File: src/assert_macros.svh
// ----------------------------------------------------------------------------
// assert_macros.svh
// Clocked assertion macros shared by the RTL; reset disables every check.
// ----------------------------------------------------------------------------
`ifndef ASSERT_MACROS_SVH
`define ASSERT_MACROS_SVH

// Same-cycle implication
`define ASSERT_IMPL(lbl, clk, rst_n, pre, post) \
    lbl: assert property (@(posedge clk) disable iff (!rst_n) (pre) |-> (post)) \
        else $error("assertion failed");

// Next-cycle implication
`define ASSERT_NEXT(lbl, clk, rst_n, pre, post) \
    lbl: assert property (@(posedge clk) disable iff (!rst_n) (pre) |=> (post)) \
        else $error("assertion failed");

`endif

File: src/pfr_pkg.sv
// ----------------------------------------------------------------------------
// pfr_pkg
// Shared constants and inter-module types of the page frame replacement block.
// ----------------------------------------------------------------------------
package pfr_pkg;

    // Defaults and capacity limits
    localparam int FRAME_CNT_DEF  = 4;
    localparam int PAGE_BITS_DEF  = 16;
    localparam int IDX_MAX_W      = 4;   // frame index, up to 16 frames
    localparam int RANK_MAX_W     = 4;   // recency rank, up to 16 frames
    localparam int ACT_W          = 5;   // active frame count 1..16
    localparam int PAGE_MAX_W     = 32;  // stored page, up to 32 bits

    // Port widths
    localparam int PAGE_IN_W  = 16;
    localparam int FIDX_OUT_W = 2;
    localparam int CNT_W      = 32;
    localparam int CFG_ADDR_W = 1;
    localparam int CFG_DATA_W = 3;
    localparam int IN_TDATA_W  = 16;
    localparam int OUT_TDATA_W = 88;

    // Configuration register indexes
    localparam logic [CFG_ADDR_W-1:0] REG_POLICY_MODE   = 1'd0;
    localparam logic [CFG_ADDR_W-1:0] REG_FRAMES_IN_USE = 1'd1;

    // Policy codes
    localparam logic POLICY_FIFO = 1'b0;
    localparam logic POLICY_LRU  = 1'b1;

    // Reset values of the configuration registers
    localparam logic                  POLICY_RST = POLICY_LRU;
    localparam logic [CFG_DATA_W-1:0] FRAMES_RST = 3'd4;

    // Running summary handed from cell to cell during a sweep
    typedef struct packed {
        logic                  hit_found;
        logic [IDX_MAX_W-1:0]  hit_idx;
        logic [RANK_MAX_W-1:0] hit_rank;
        logic                  empty_found;
        logic [IDX_MAX_W-1:0]  empty_idx;
        logic [RANK_MAX_W-1:0] fifo_rank;
        logic [PAGE_MAX_W-1:0] fifo_page;
        logic [RANK_MAX_W-1:0] best_rank;
        logic [IDX_MAX_W-1:0]  best_idx;
        logic [PAGE_MAX_W-1:0] best_page;
    } sweep_sum_t;

    // Per-reference context held steady across the sweep
    typedef struct packed {
        logic [PAGE_MAX_W-1:0] page;
        logic [ACT_W-1:0]      active_n;
        logic [IDX_MAX_W-1:0]  fifo_idx;
    } ref_ctx_t;

    // Update broadcast to every cell at the end of a reference
    typedef struct packed {
        logic                  en;
        logic [IDX_MAX_W-1:0]  target;
        logic                  write;
        logic                  age_all;
        logic [RANK_MAX_W-1:0] limit;
    } frame_upd_t;

endpackage

File: src/pfr_cell.sv
// ----------------------------------------------------------------------------
// pfr_cell
// One page frame: page, valid bit and recency rank, plus one stage of the
// lookup sweep that passes a running summary on to the next frame.
// ----------------------------------------------------------------------------
module pfr_cell
    import pfr_pkg::*;
#(
    parameter int FRAME_CNT = FRAME_CNT_DEF,
    parameter int PAGE_BITS = PAGE_BITS_DEF,
    parameter int IDX       = 0
)
(
    input  logic       clk,
    input  logic       rst_n,
    input  logic       tok_in,
    input  sweep_sum_t sum_in,
    input  ref_ctx_t   ctx,
    input  frame_upd_t upd,
    output logic       tok_out,
    output sweep_sum_t sum_out
);

    localparam int RANK_W = (FRAME_CNT > 1) ? $clog2(FRAME_CNT) : 1;
    localparam logic [RANK_W-1:0]    RANK_MAX = RANK_W'(FRAME_CNT - 1);
    localparam logic [IDX_MAX_W-1:0] MY_IDX   = IDX_MAX_W'(IDX);

    logic                  valid_reg;
    logic [RANK_W-1:0]     rank_reg;
    logic [PAGE_BITS-1:0]  page_reg;
    logic                  tok_reg;
    sweep_sum_t            sum_reg;
    sweep_sum_t            sum_next;

    logic                  active;
    logic [RANK_MAX_W-1:0] rank_ext;
    logic [PAGE_MAX_W-1:0] page_ext;
    logic                  is_target;
    logic                  ages;

    assign active    = ACT_W'(IDX) < ctx.active_n;
    assign rank_ext  = RANK_MAX_W'(rank_reg);
    assign page_ext  = PAGE_MAX_W'(page_reg);
    assign is_target = upd.target == MY_IDX;
    assign ages      = active && valid_reg && (upd.age_all || rank_ext < upd.limit)
                       && rank_reg < RANK_MAX;

    // Fold this frame into the running summary
    always_comb
    begin
        sum_next = sum_in;
        if (active)
        begin
            if (valid_reg && page_ext == ctx.page && !sum_in.hit_found)
            begin
                sum_next.hit_found = 1'b1;
                sum_next.hit_idx   = MY_IDX;
                sum_next.hit_rank  = rank_ext;
            end
            if (!valid_reg && !sum_in.empty_found)
            begin
                sum_next.empty_found = 1'b1;
                sum_next.empty_idx   = MY_IDX;
            end
            if (ctx.fifo_idx == MY_IDX)
            begin
                sum_next.fifo_rank = rank_ext;
                sum_next.fifo_page = page_ext;
            end
            // oldest frame, lowest index wins a tie
            if (IDX == 0 || rank_ext > sum_in.best_rank)
            begin
                sum_next.best_rank = rank_ext;
                sum_next.best_idx  = MY_IDX;
                sum_next.best_page = page_ext;
            end
        end
    end

    // Sweep stage
    always_ff @(posedge clk or negedge rst_n)
    begin
        if (!rst_n)
        begin
            tok_reg <= 1'b0;
        end
        else
        begin
            tok_reg <= tok_in;
        end
    end

    always_ff @(posedge clk)
    begin
        if (tok_in)
        begin
            sum_reg <= sum_next;
        end
    end

    // Frame state update
    always_ff @(posedge clk or negedge rst_n)
    begin
        if (!rst_n)
        begin
            valid_reg <= 1'b0;
            rank_reg  <= '0;
        end
        else if (upd.en)
        begin
            if (is_target)
            begin
                rank_reg <= '0;
                if (upd.write)
                begin
                    valid_reg <= 1'b1;
                end
            end
            else if (ages)
            begin
                rank_reg <= rank_reg + 1'b1;
            end
        end
    end

    always_ff @(posedge clk)
    begin
        if (upd.en && is_target && upd.write)
        begin
            page_reg <= ctx.page[PAGE_BITS-1:0];
        end
    end

    assign tok_out = tok_reg;
    assign sum_out = sum_reg;

endmodule

File: src/page_frame_replacement.sv
// ----------------------------------------------------------------------------
// page_frame_replacement
// FIFO / LRU page replacement over a small set of page frames.
// ----------------------------------------------------------------------------
// One reference is handled at a time: the reference is taken while idle, a
// launch state starts the sweep, the lookup summary then steps through the row
// of frame cells, and a finish state commits the update and registers the
// result. s_tready is high only while idle. The result waits in an output
// register; a stalled result holds the commit. Frames whose valid bit is clear
// are never read, so stored pages need no reset. policy_mode and frames_in_use
// may only be written while idle.
// ----------------------------------------------------------------------------
`include "assert_macros.svh"

module page_frame_replacement
    import pfr_pkg::*;
#(
    parameter int FRAME_CNT = FRAME_CNT_DEF,
    parameter int PAGE_BITS = PAGE_BITS_DEF
)
(
    input  logic                   clk,
    input  logic                   rst_n,
    // configuration
    input  logic                   cfg_we,
    input  logic [CFG_ADDR_W-1:0]  cfg_addr,
    input  logic [CFG_DATA_W-1:0]  cfg_wdata,
    // references
    input  logic                   s_tvalid,
    output logic                   s_tready,
    input  logic [IN_TDATA_W-1:0]  s_tdata,   // [15:0] page_number
    // results
    output logic                   m_tvalid,
    input  logic                   m_tready,
    output logic [OUT_TDATA_W-1:0] m_tdata    // [0] hit, [2:1] frame used,
                                              // [3] evicted_valid,
                                              // [19:4] evicted_page,
                                              // [51:20] hit_total,
                                              // [83:52] miss_total, zero pad
);

    localparam int PTR_W = (FRAME_CNT > 1) ? $clog2(FRAME_CNT) : 1;

    localparam logic [1:0] ST_IDLE   = 2'd0;
    localparam logic [1:0] ST_LAUNCH = 2'd1;
    localparam logic [1:0] ST_SWEEP  = 2'd2;
    localparam logic [1:0] ST_FINISH = 2'd3;

    logic [1:0]             state_reg, state_next;
    logic                   policy_reg;
    logic [CFG_DATA_W-1:0]  frames_reg;
    logic [PTR_W-1:0]       fifo_ptr_reg;
    logic [CNT_W-1:0]       hit_cnt_reg, miss_cnt_reg;
    ref_ctx_t               ctx_reg;
    logic                   out_valid_reg;
    logic [OUT_TDATA_W-1:0] out_data_reg;

    logic                   accept;
    logic                   finish;
    logic [ACT_W-1:0]       active_n;
    logic [ACT_W-1:0]       fifo_sel;
    logic [PAGE_MAX_W-1:0]  page_in;

    logic                   tok   [0:FRAME_CNT];
    sweep_sum_t             sums  [0:FRAME_CNT];
    sweep_sum_t             res;
    frame_upd_t             upd;

    logic                   is_evict;
    logic                   fifo_evict;
    logic [PAGE_MAX_W-1:0]  ev_page;
    logic [ACT_W-1:0]       ptr_inc;
    logic [PTR_W-1:0]       fifo_ptr_next;

    // Configuration registers
    always_ff @(posedge clk or negedge rst_n)
    begin
        if (!rst_n)
        begin
            policy_reg <= POLICY_RST;
            frames_reg <= FRAMES_RST;
        end
        else if (cfg_we)
        begin
            case (cfg_addr)
                REG_POLICY_MODE:   policy_reg <= cfg_wdata[0];
                REG_FRAMES_IN_USE: frames_reg <= cfg_wdata;
                default:           ;
            endcase
        end
    end

    // Active frame count, clamped to 1..FRAME_CNT
    always_comb
    begin
        if (frames_reg == '0)
        begin
            active_n = ACT_W'(1);
        end
        else if (ACT_W'(frames_reg) > ACT_W'(FRAME_CNT))
        begin
            active_n = ACT_W'(FRAME_CNT);
        end
        else
        begin
            active_n = ACT_W'(frames_reg);
        end
    end

    // Page taken modulo 2^PAGE_BITS; a stale FIFO pointer acts as frame 0
    always_comb
    begin
        page_in = '0;
        for (int b = 0; b < PAGE_BITS; b++)
        begin
            if (b < PAGE_IN_W)
            begin
                page_in[b] = s_tdata[b];
            end
        end
    end

    assign fifo_sel = (ACT_W'(fifo_ptr_reg) < active_n) ? ACT_W'(fifo_ptr_reg) : '0;

    assign accept   = s_tvalid && s_tready;
    assign s_tready = state_reg == ST_IDLE;
    assign finish   = state_reg == ST_FINISH && (!out_valid_reg || m_tready);

    always_ff @(posedge clk)
    begin
        if (accept)
        begin
            ctx_reg.page     <= page_in;
            ctx_reg.active_n <= active_n;
            ctx_reg.fifo_idx <= IDX_MAX_W'(fifo_sel);
        end
    end

    // Row of frame cells
    assign tok[0]  = state_reg == ST_LAUNCH;
    assign sums[0] = '0;

    for (genvar g = 0; g < FRAME_CNT; g++)
    begin : g_cell
        pfr_cell #(
            .FRAME_CNT (FRAME_CNT),
            .PAGE_BITS (PAGE_BITS),
            .IDX       (g)
        ) u_cell (
            .clk     (clk),
            .rst_n   (rst_n),
            .tok_in  (tok[g]),
            .sum_in  (sums[g]),
            .ctx     (ctx_reg),
            .upd     (upd),
            .tok_out (tok[g+1]),
            .sum_out (sums[g+1])
        );
    end

    assign res = sums[FRAME_CNT];

    // Decision: hit, fill of an empty frame, or replacement
    assign is_evict   = !res.hit_found && !res.empty_found;
    assign fifo_evict = is_evict && policy_reg == POLICY_FIFO;

    always_comb
    begin
        upd         = '0;
        upd.en      = finish;
        ev_page     = '0;
        if (res.hit_found)
        begin
            upd.target = res.hit_idx;
            upd.limit  = res.hit_rank;
        end
        else if (res.empty_found)
        begin
            upd.target  = res.empty_idx;
            upd.write   = 1'b1;
            upd.age_all = 1'b1;
        end
        else if (policy_reg == POLICY_FIFO)
        begin
            upd.target = ctx_reg.fifo_idx;
            upd.write  = 1'b1;
            upd.limit  = res.fifo_rank;
            ev_page    = res.fifo_page;
        end
        else
        begin
            upd.target = res.best_idx;
            upd.write  = 1'b1;
            upd.limit  = res.best_rank;
            ev_page    = res.best_page;
        end
    end

    assign ptr_inc       = ACT_W'(ctx_reg.fifo_idx) + 1'b1;
    assign fifo_ptr_next = (ptr_inc < ctx_reg.active_n) ? PTR_W'(ptr_inc) : '0;

    // Sequencer
    always_comb
    begin
        state_next = state_reg;
        case (state_reg)
            ST_IDLE:   if (accept)         state_next = ST_LAUNCH;
            ST_LAUNCH:                     state_next = ST_SWEEP;
            ST_SWEEP:  if (tok[FRAME_CNT]) state_next = ST_FINISH;
            ST_FINISH: if (finish)         state_next = ST_IDLE;
            default:                       state_next = ST_IDLE;
        endcase
    end

    // Control, counters and FIFO pointer
    always_ff @(posedge clk or negedge rst_n)
    begin
        if (!rst_n)
        begin
            state_reg     <= ST_IDLE;
            fifo_ptr_reg  <= '0;
            hit_cnt_reg   <= '0;
            miss_cnt_reg  <= '0;
            out_valid_reg <= 1'b0;
        end
        else
        begin
            state_reg <= state_next;
            if (finish)
            begin
                out_valid_reg <= 1'b1;
                if (fifo_evict)
                begin
                    fifo_ptr_reg <= fifo_ptr_next;
                end
                if (res.hit_found)
                begin
                    if (hit_cnt_reg != '1)
                    begin
                        hit_cnt_reg <= hit_cnt_reg + 1'b1;
                    end
                end
                else if (miss_cnt_reg != '1)
                begin
                    miss_cnt_reg <= miss_cnt_reg + 1'b1;
                end
            end
            else if (m_tready)
            begin
                out_valid_reg <= 1'b0;
            end
        end
    end

    // Result register
    always_ff @(posedge clk)
    begin
        if (finish)
        begin
            out_data_reg <= {
                4'd0,
                (res.hit_found || miss_cnt_reg == '1) ? miss_cnt_reg
                                                      : miss_cnt_reg + 1'b1,
                (!res.hit_found || hit_cnt_reg == '1) ? hit_cnt_reg
                                                      : hit_cnt_reg + 1'b1,
                ev_page[PAGE_IN_W-1:0],
                is_evict,
                FIDX_OUT_W'(upd.target),
                res.hit_found
            };
        end
    end

    assign m_tvalid = out_valid_reg;
    assign m_tdata  = out_data_reg;

    // Checks
    `ASSERT_NEXT(a_accept_launches, clk, rst_n, accept, state_reg == ST_LAUNCH)
    `ASSERT_IMPL(a_sweep_end_in_sweep, clk, rst_n, tok[FRAME_CNT], state_reg == ST_SWEEP)
    `ASSERT_IMPL(a_counts_move_on_finish, clk, rst_n,
        hit_cnt_reg != $past(hit_cnt_reg) || miss_cnt_reg != $past(miss_cnt_reg),
        $past(finish))

endmodule

File: config.mk
export PLATFORM = sky130hd
export DESIGN_NAME = page_frame_replacement
export DESIGN_NICKNAME = d
export VERILOG_FILES = /design/src/pfr_pkg.sv /design/src/pfr_cell.sv /design/src/page_frame_replacement.sv
export VERILOG_INCLUDE_DIRS = /design/src /design/src/src
export SDC_FILE = /design/constraint.sdc
export NUM_CORES = 1
export LEC_CHECK = 0
export BUFFER_PORTS_ARGS = -buffer_cell sky130_fd_sc_hd__buf_4
export CORE_MARGIN = 2
export CORE_UTILIZATION = 35
export DETAILED_ROUTE_END_ITERATION = 8
export GPL_TIMING_DRIVEN = 0
export PLACE_DENSITY = 0.58
export SLEW_MARGIN = 40
export SYNTH_ARGS = -nofsm -noshare
export SYNTH_HDL_FRONTEND = slang
export SYNTH_SLANG_ARGS = --single-unit
File: constraint.sdc
create_clock -name clk -period 5.5 [get_ports clk]
set_clock_uncertainty 0.1 [all_clocks]
set_input_delay 1.1 -clock clk [delete_from_list [all_inputs] [get_ports clk]]
set_output_delay 1.1 -clock clk [all_outputs]
set_load 0.005 [all_outputs]
# --- Word level (Yosys, flattened, before mapping) ---
# Index checks and enable logic that the tools add are counted.
op_classes:
  addsub: 7
  magnitude_cmp: 18
  eq_ne: 20
  n_mux: 46
  bitwise_logic: 3
  n_reduce_logical: 79
op_table:
  columns: ["cell", "count"]
  rows:
  - ["90-bit 2-to-1 mux", 3]
  - ["40-bit 2-to-1 mux", 3]
  - ["36-bit 2-to-1 mux", 3]
  - ["32-bit by 1-bit adder with 32-bit output (second input constant)", 2]
  - ["16-bit == test", 4]
  - ["32-bit == test (second input constant)", 2]
  - ["32-bit 2-to-1 mux", 2]
  - ["32-bit != test (second input constant)", 2]
  - ["9-bit 2-to-1 mux", 4]
  - ["1-bit logical AND", 34]
  - ["34-bit 2-to-1 mux", 1]
  - ["5-bit 2-to-1 mux", 6]
  - ["2-bit 2-to-1 mux", 13]
  - ["3-bit AND reduction", 7]
  - ["2-bit AND reduction", 9]
  - ["4-bit by 2-bit == test with 1-bit output (second input constant)", 4]
  - ["2-bit by 4-bit < comparator with 1-bit output", 4]
  - ["16-bit 2-to-1 mux", 1]
  - ["4-bit 2-to-1 mux", 4]
  - ["2-bit by 4-bit greater-than comparator with 1-bit output", 3]
  - ["1-bit zero test", 12]
  - ["1-bit by 5-bit < comparator with 1-bit output (first input constant)", 2]
  - ["2-bit by 5-bit < comparator with 1-bit output (first input constant)", 2]
  - ["2-bit nonzero test", 5]
  - ["other kinds (20)", 41]
totals:
  ff_bits: 590
  output_inout_bits: 90
  elab_cells: 247

# --- Longest topological paths before layout ---
# Gate-level depths: netlist of run 1.
logic_depth:
  word_depth: 9
  mapped_depth: 12
  mapped_depth_nobuf: 10

# --- Cells and area by module ---
# From an unflattened synthesis of run 1, not the netlist that was laid out.
hier_totals:
  cells_unflattened: 1775
  hier_area_um2: 26524.2
modules_own_cells:
  columns: ["module", "instances", "cells_each", "area_each_um2", "seq_area_each_um2"]
  rows:
  - ["page_frame_replacement", 1, 714, 8395.6, 4982.3]
  - ["pfr_cell (g_cell[1].u_cell)", 1, 268, 4548.1, 3283.1]
  - ["pfr_cell (g_cell[2].u_cell)", 1, 266, 4548.1, 3283.1]
  - ["pfr_cell (g_cell[3].u_cell)", 1, 269, 4533.1, 3283.1]
  - ["pfr_cell (g_cell[0].u_cell)", 1, 258, 4499.3, 3283.1]

# --- Worst setup path after synthesis of run 1 ---
# Ideal clock, no wire load.
synth_timing:
  path_kind: "input to register"
  startpoint: "input m_tready"
  endpoint: "register g_cell[3].u_cell.rank_reg[0]"
  arrival_time_ps: 4656
  slack_ps: 610
  stages: 7
  path_cell_list: "nand2b_1 > nand2_1 > inv_1 > clkbuf_1 > o21ai_0 > nand2_1 > o21ai_0"
synth_between:
  elab_chain_cells: 3
synth_rtl:
  columns: ["element", "line_no", "text"]
  rows:
  - ["from (decl)", "page_frame_replacement.sv:34", "input logic m_tready,"]
  - ["1-bit logical OR", "page_frame_replacement.sv:127", "assign finish = state_reg == ST_FINISH && (!out_valid_reg || m_tready);"]
  - ["1-bit logical AND", "page_frame_replacement.sv:127", null]
  - ["named net finish", "page_frame_replacement.sv:59", "logic finish;"]
  - ["2-bit AND reduction (no source line)", null, null]
  - ["to (signal assigned)", "pfr_cell.sv:121", "rank_reg <= rank_reg + 1'b1;"]
  - ["to (decl)", "pfr_cell.sv:29", "logic [RANK_W-1:0] rank_reg;"]
# The timed path passes the listed nets, and every way through them passes these cells.
# A chain may end at the register's enable or synchronous reset.

# --- Worst setup path in the final report of run 1 ---
layout_timing:
  startpoint: "register policy_reg"
  endpoint: "register g_cell[3].u_cell.rank_reg[0]"
layout_between:
  elab_chain_cells: 9
  elab_cells_between_ends: 14
  classes_between: "order compare (1); eq/ne (1); mux (7); reduce/logical (5)"
layout_rtl:
  columns: ["element", "line_no", "text"]
  rows:
  - ["from (decl)", "page_frame_replacement.sv:50", "logic policy_reg;"]
  - ["from (signal assigned)", "page_frame_replacement.sv:86", "REG_POLICY_MODE: policy_reg <= cfg_wdata[0];"]
  - ["4-bit 2-to-1 mux", "page_frame_replacement.sv:183", "else if (policy_reg == POLICY_FIFO)"]
  - ["4-bit 2-to-1 mux", "page_frame_replacement.sv:177", "else if (res.empty_found)"]
  - ["4-bit 2-to-1 mux", "page_frame_replacement.sv:172", "if (res.hit_found)"]
  - ["2-bit by 4-bit < comparator with 1-bit output", "pfr_cell.sv:45", "assign ages = active && valid_reg && (upd.age_all || rank_ext < upd.limit)"]
  - ["1-bit logical OR", "pfr_cell.sv:45", null]
  - ["1-bit logical AND", "pfr_cell.sv:45", null]
  - ["1-bit logical AND", "pfr_cell.sv:46", "&& rank_reg < RANK_MAX;"]
  - ["2-bit nonzero test (no source line)", null, null]
  - ["2-bit AND reduction (no source line)", null, null]
# Parallel ways exist; a longest one is shown, timed or not.

==> results of run 1 <==
==> placed cells by master, fill, tap and decap left out, types with 16 or more instances in the layout <==
cell type    n
nor3_1      27
nand3_1     35
mux2i_1     19
mux2_2      80
dfrtp_1     84
clkbuf_1    43
xor2_1      84
and3_1      32
buf_4      115
nand2_1    197
nor2_1      88
xnor2_1     95
nand2b_1    16
nand4_1     37
clkbuf_16   45
o21ai_0     18
and2_1      24
ha_1        29
inv_1       32
edfxtp_1   344
==> how the worst max path moves through the flow <==
stage	from	end	slack [ps]
4_1_cts	policy_reg	g_cell[3].u_cell.rank_reg[0]	1660
2_1_floorplan	m_tready	g_cell[3].u_cell.rank_reg[0]	610
6_report	policy_reg	g_cell[3].u_cell.rank_reg[0]	1700
3_3_place_gp	m_tready	g_cell[3].u_cell.rank_reg[1]	-1040
3_5_place_dp	policy_reg	g_cell[3].u_cell.rank_reg[0]	1670
5_1_grt	policy_reg	g_cell[3].u_cell.rank_reg[0]	1450
==> report_power, final <==
part	total (mW)	switching (mW)	leakage, nW	internal, mW
clock network	3.02	1.25	0.721	1.77
registers	5.20	0.461	4.44	4.74
logic	2.35	1.40	3.57	0.949
==> per-stage QoR <==
stage	power (mW)	worst slack, ps
after CTS	10.7	1660
after global placement	7.52	-1040
after detailed placement	7.64	1670
final	10.6	1700
after floorplan	6.62	610
after global routing	11.2	1450
==> cells by family after synthesis <==
logic type      Yosys count  synth area share (%)
xor+xnor                179                  8.27
compound gates           63                  2.24
mux                     100                  5.81
flops                   433                  66.2
other cells               1                0.0198
simple gates            523                  13.5
buf+inv                  89                  1.97
fa+ha+maj                30                  1.98
==> per-layer routing <==
metal / routed length (microns) / track usage, % / vias up
met4: 804 / 3.87 / 0
met2: 19300 / 23.9 / 183
li1: - / - / 5377
met1: 17200 / 18.2 / 5154
met3: 1620 / 2.63 / 55
met5: 0 / 0 / -
==> cell type report <==
class / instances / area [sq um] / share of cell area [%]
repair buffers: 117 / 973 / 4.36
plain buffers: 54 / 245 / 1.10
multi-input cells: 899 / 6090 / 27.3
flip-flops and latches: 433 / 12600 / 56.3
well taps: 696 / 871 / 3.90
clock inverters: 25 / 270 / 1.21
inverters: 35 / 131 / 0.588
clock buffers: 58 / 1180 / 5.31
==> synth_stat cells, types with 12 or more instances <==
cell type and n:
edfxtp_1 344, nand4_1 37, inv_1 32, and3_1 33
xnor2_1 95, clkbuf_1 32, nand2b_1 16, nand3_1 35
mux2i_1 19, a21oi_1 12, nor2_1 91, nor3_1 27
nand2_1 197, ha_1 30, and2_1 25, dfrtp_1 87
xor2_1 84, o21ai_0 18, mux2_2 80
==> impl_metrics.tcl, run 1 <==
set metrics [dict create \
    post_dp_cell_area_sq_mm 0.0208 \
    finalWeightedCongestion 0.805 \
    core_area_sq_mm 0.0537 \
    hpwl_mm 28.6 \
    rsz0062_at_grt "false" \
    cts_setup_buffers 0 \
    drive_above_1_share_pct 19.7 \
    crit_buf_inv 2 \
    peakVddDrop_mv 0.233 \
    worst_setup_path_start_kind "flip-flop" \
    maxSlewViolCount 0 \
    crit_required_ps 5830 \
    cp.depth 12 \
    fillerInstances 4943 \
    crit_chain "clkbuf_1 > buf_1 > mux2i_1 > nor2_1 > a21oi_1 > ha_1 > or2_2 > a211o_1 > o21ai_0 > o21ai_0 > nand2_1 > o21ai_0" \
    slew_headroom_pct 42.8 \
    fin_nets 1640 \
    start_util_pct 35.3 \
    cts_buffer_depth 3 \
    cap_violations 0 \
    async_reset_ff_share_pct 20.6 \
    vias_per_cell 4.65 \
    r2r_cells 12 \
    synth_top_area_share_pct 54.5 \
    max_stage_delay_ps 620 \
    grt_pass1_vias 10949 \
    synth_ff_type "edfxtp_1" \
    largest_register_ffs 175 \
    status "finished, final reports clean" \
    critPathCaptureType "flip-flop" \
    finalSetupViolations 0 \
    worst_ep_arrival_time_ps 4130 \
    io_buffers 110 \
    drt-initial-drc-count 550 \
    yosysWarnings 0 \
    area_growth_pct 17.8 \
    route.detailed.wl_per_inst_microns 16.8 \
    dp.cells 2233 \
    die_area_sq_mm 0.0561 \
    core.rowCount 85 \
    worstPathMaxFanout 10 \
    hold-worst-slack_ps 261 \
    tightestPinTransition_ps 853 \
    cts_tree "yes" \
    fp.dieH_microns 237 \
    ys_seq_elements 433 \
    grt.overflow.total 0 \
    clk_latency_ps 580 \
    chipWidth_microns 237 \
    postLayoutCoreUtil_pct 41.6 \
    antenna_found_initial 0 \
    fmax_ghz 0.263 \
    ctsHoldBuffers 0 \
    yosysTopAreaCell "edfxtp_1" \
    hold_class "input port to async pin" \
    slowest_stage "buf_1" \
    yosysSeqAreaShare_pct 66.2 \
    drtPass1Iterations 5 \
    crit_type "flip-flop to flip-flop" \
    rrSetupSlack_ps 1700 \
    synth_area_sq_mm 0.0190 \
    tns_ps 0 \
    power_leakage_nw 8.73 \
    power.density_mw_per_mm2 473 \
    hold_viol_final 0 \
    grt_pass1_wl_mm 61.5 \
    ios 115 \
    detail_route.wirelength_mm 38.9 \
    r2r_start "policy_reg" \
    stdcell_count 2317 \
    clock-sinks 433 \
    cts_max_level 2 \
    cts-resized-gates 0 \
    drc_errors 0 \
    cp_top_family "compound AO/OA/AOI/OAI gates" \
    root_buffer "clkbuf_16" \
    synth_edf_count 344 \
    grt_start_max_net_pins 90 \
    synth_area_leaders "edfxtp_1 (54%), dfrtp_1 (11%), mux2_2 (4.7%)" \
    min_period_over_period_pct 69.0 \
    path_clk_slew_ps 60 \
    cts_buffers 45 \
    final_area_sq_mm 0.0223 \
    min_period_ps 3800 \
    dr_total_vias 10769 \
    synthCells 1418 \
    antenna_left 0 \
    synth.distinct_cells 65 \
    r2r-end "g_cell[3].u_cell.rank_reg[0]" \
    synth.avg_cell_area_sq_um 13.4 \
    grt_usage_pct 14.0 \
    antenna_cells 0 \
    crit_path_frequent_cell "o21ai_0" \
]
No activity file was read; power rests on OpenSTA's default activity.
==> inputs of run 2 (changes only) <==
Settings changed: PLACE_DENSITY 0.58 to 0.6.
Clock period 5.5 ns to 3.2 ns, I/O delays scaled along.
==> impl_metrics.tcl, run 2 (synthesis results as in run 1) <==
set metrics [dict create \
    cts_buffers 45 \
    ctsHoldBuffers 0 \
    vias_per_cell 4.68 \
    worstPathMaxFanout 10 \
    grt_usage_pct 14.0 \
    largest_register_ffs 175 \
    antenna_left 0 \
    postLayoutCoreUtil_pct 41.5 \
    io_buffers 110 \
    fillerInstances 4875 \
    busiest_layer "met2" \
    clock-sinks 433 \
    fmax_ghz 0.334 \
    fp.dieH_microns 237 \
    crit_buf_inv 4 \
    grt.overflow.total 0 \
    final_area_sq_mm 0.0223 \
    root_buffer "clkbuf_16" \
    slew_headroom_pct 50.0 \
    hpwl_mm 28.4 \
    peakVddDrop_mv 0.378 \
    core_area_sq_mm 0.0537 \
    status "finished with violations" \
    grt_pass1_wl_mm 61.7 \
    finalSetupViolations 0 \
    crit_path_frequent_cell "buf_2" \
    crit_chain "buf_4 > buf_2 > inv_1 > nand3_1 > a31oi_1 > buf_2 > nand2_1 > xnor2_1" \
    antenna_cells 0 \
    hold_viol_final 7 \
    grt_pass1_vias 11036 \
    worst_setup_path_start_kind "flip-flop" \
    violations "hold timing" \
    drive_above_1_share_pct 19.8 \
    path_clk_slew_ps 60 \
    hold_class "input port to async pin" \
    crit_type "flip-flop to flip-flop" \
    grt_use_met3_pct 2.63 \
    tns_ps 0 \
    die_area_sq_mm 0.0561 \
    drc_errors 0 \
    max_stage_delay_ps 600 \
    finalWeightedCongestion 0.843 \
    grt_use_met2_pct 23.6 \
    detail_route.wirelength_mm 38.9 \
    maxSlewViolCount 0 \
    core.rowCount 85 \
    min_period_over_period_pct 93.7 \
    cap_violations 0 \
    area_growth_pct 17.4 \
    worst_ep_arrival_time_ps 3340 \
    cp_top_family "buffers and inverters" \
    cts_max_level 2 \
    start_util_pct 35.3 \
    ios 115 \
    cts_tree "yes" \
    power.density_mw_per_mm2 807 \
    critPathCaptureType "flip-flop" \
    slowest_stage "a31oi_1" \
    chipWidth_microns 237 \
    rsz0062_at_grt "false" \
    drtPass1Iterations 5 \
    antenna_found_initial 1 \
    cts_buffer_depth 3 \
    fin_nets 1637 \
    rrSetupSlack_ps 200 \
    final_cell_mix "edfxtp_1 (344), nand2_1 (197), buf_4 (116), xnor2_1 (95), nor2_1 (88)" \
    final_common_cell "edfxtp_1" \
    min_period_ps 3000 \
    post_dp_cell_area_sq_mm 0.0208 \
    grtUsageMet1_pct 17.9 \
    route.detailed.wl_per_inst_microns 16.8 \
    drt-initial-drc-count 592 \
    grt_start_max_net_pins 90 \
    crit_required_ps 3540 \
    clk_latency_ps 570 \
    tightestPinTransition_ps 749 \
    power_leakage_nw 8.70 \
    dr_total_vias 10833 \
    hold-worst-slack_ps -33.0 \
]
## run 2: path summary, 6_finish.rpt
path,startpoint,endpoint,cells past startpoint
setup / recovery,g_cell[3].u_cell.sum_out[89],miss_cnt_reg[13],8
hold / removal,rst_n,frames_reg[1],1
setup reg to reg,g_cell[3].u_cell.sum_out[89],miss_cnt_reg[13],8
hold reg to reg,g_cell[3].u_cell.sum_out[89],m_tdata[0],0
max in group asynchronous,rst_n,g_cell[2].u_cell.tok_out,1
min in group clk,s_tdata[9],ctx_reg[18],1
## run 2: what timing repair did
item / in CTS / in global routing
endpoints found under the setup margin: 8 / 2
gates resized for setup: 3 / 1
buffers inserted: 0 / 0
## run 2: stage by stage
stage	setup WS [ps]	hold slack (ps)	cells	total power, mW
after global placement	-704	344	2227	12.9
final	202	-33.0	2314	18.0
after global routing	8.11	15.1	2314	19.0
after detailed placement	-540	352	2232	13.1
after CTS	51.1	6.55	2315	18.2
after floorplan	122	244	1421	11.4
## run 2: metal layers
layer  share of wire (%)  vias up
met5               0.033        -
met4                 3.3        2
met3                 3.7       75
met2                  49      184
met1                  44     5193
li1                    -     5379
## run 2: layout make-up
class	instances	area [sq um]	area share, %
timing repair buffer	115	926	4.16
clock inverter	24	229	1.03
inverter	35	131	0.590
clock buffer	59	1200	5.38
buffer	53	253	1.13
tap	696	871	3.91
multi-input combinational	899	6100	27.4
sequential	433	12600	56.4
## run 2: where the power goes
group          internal [mW]  switching, mW
sequential              8.15          0.802
clock                   2.91           2.14
combinational           1.62           2.38
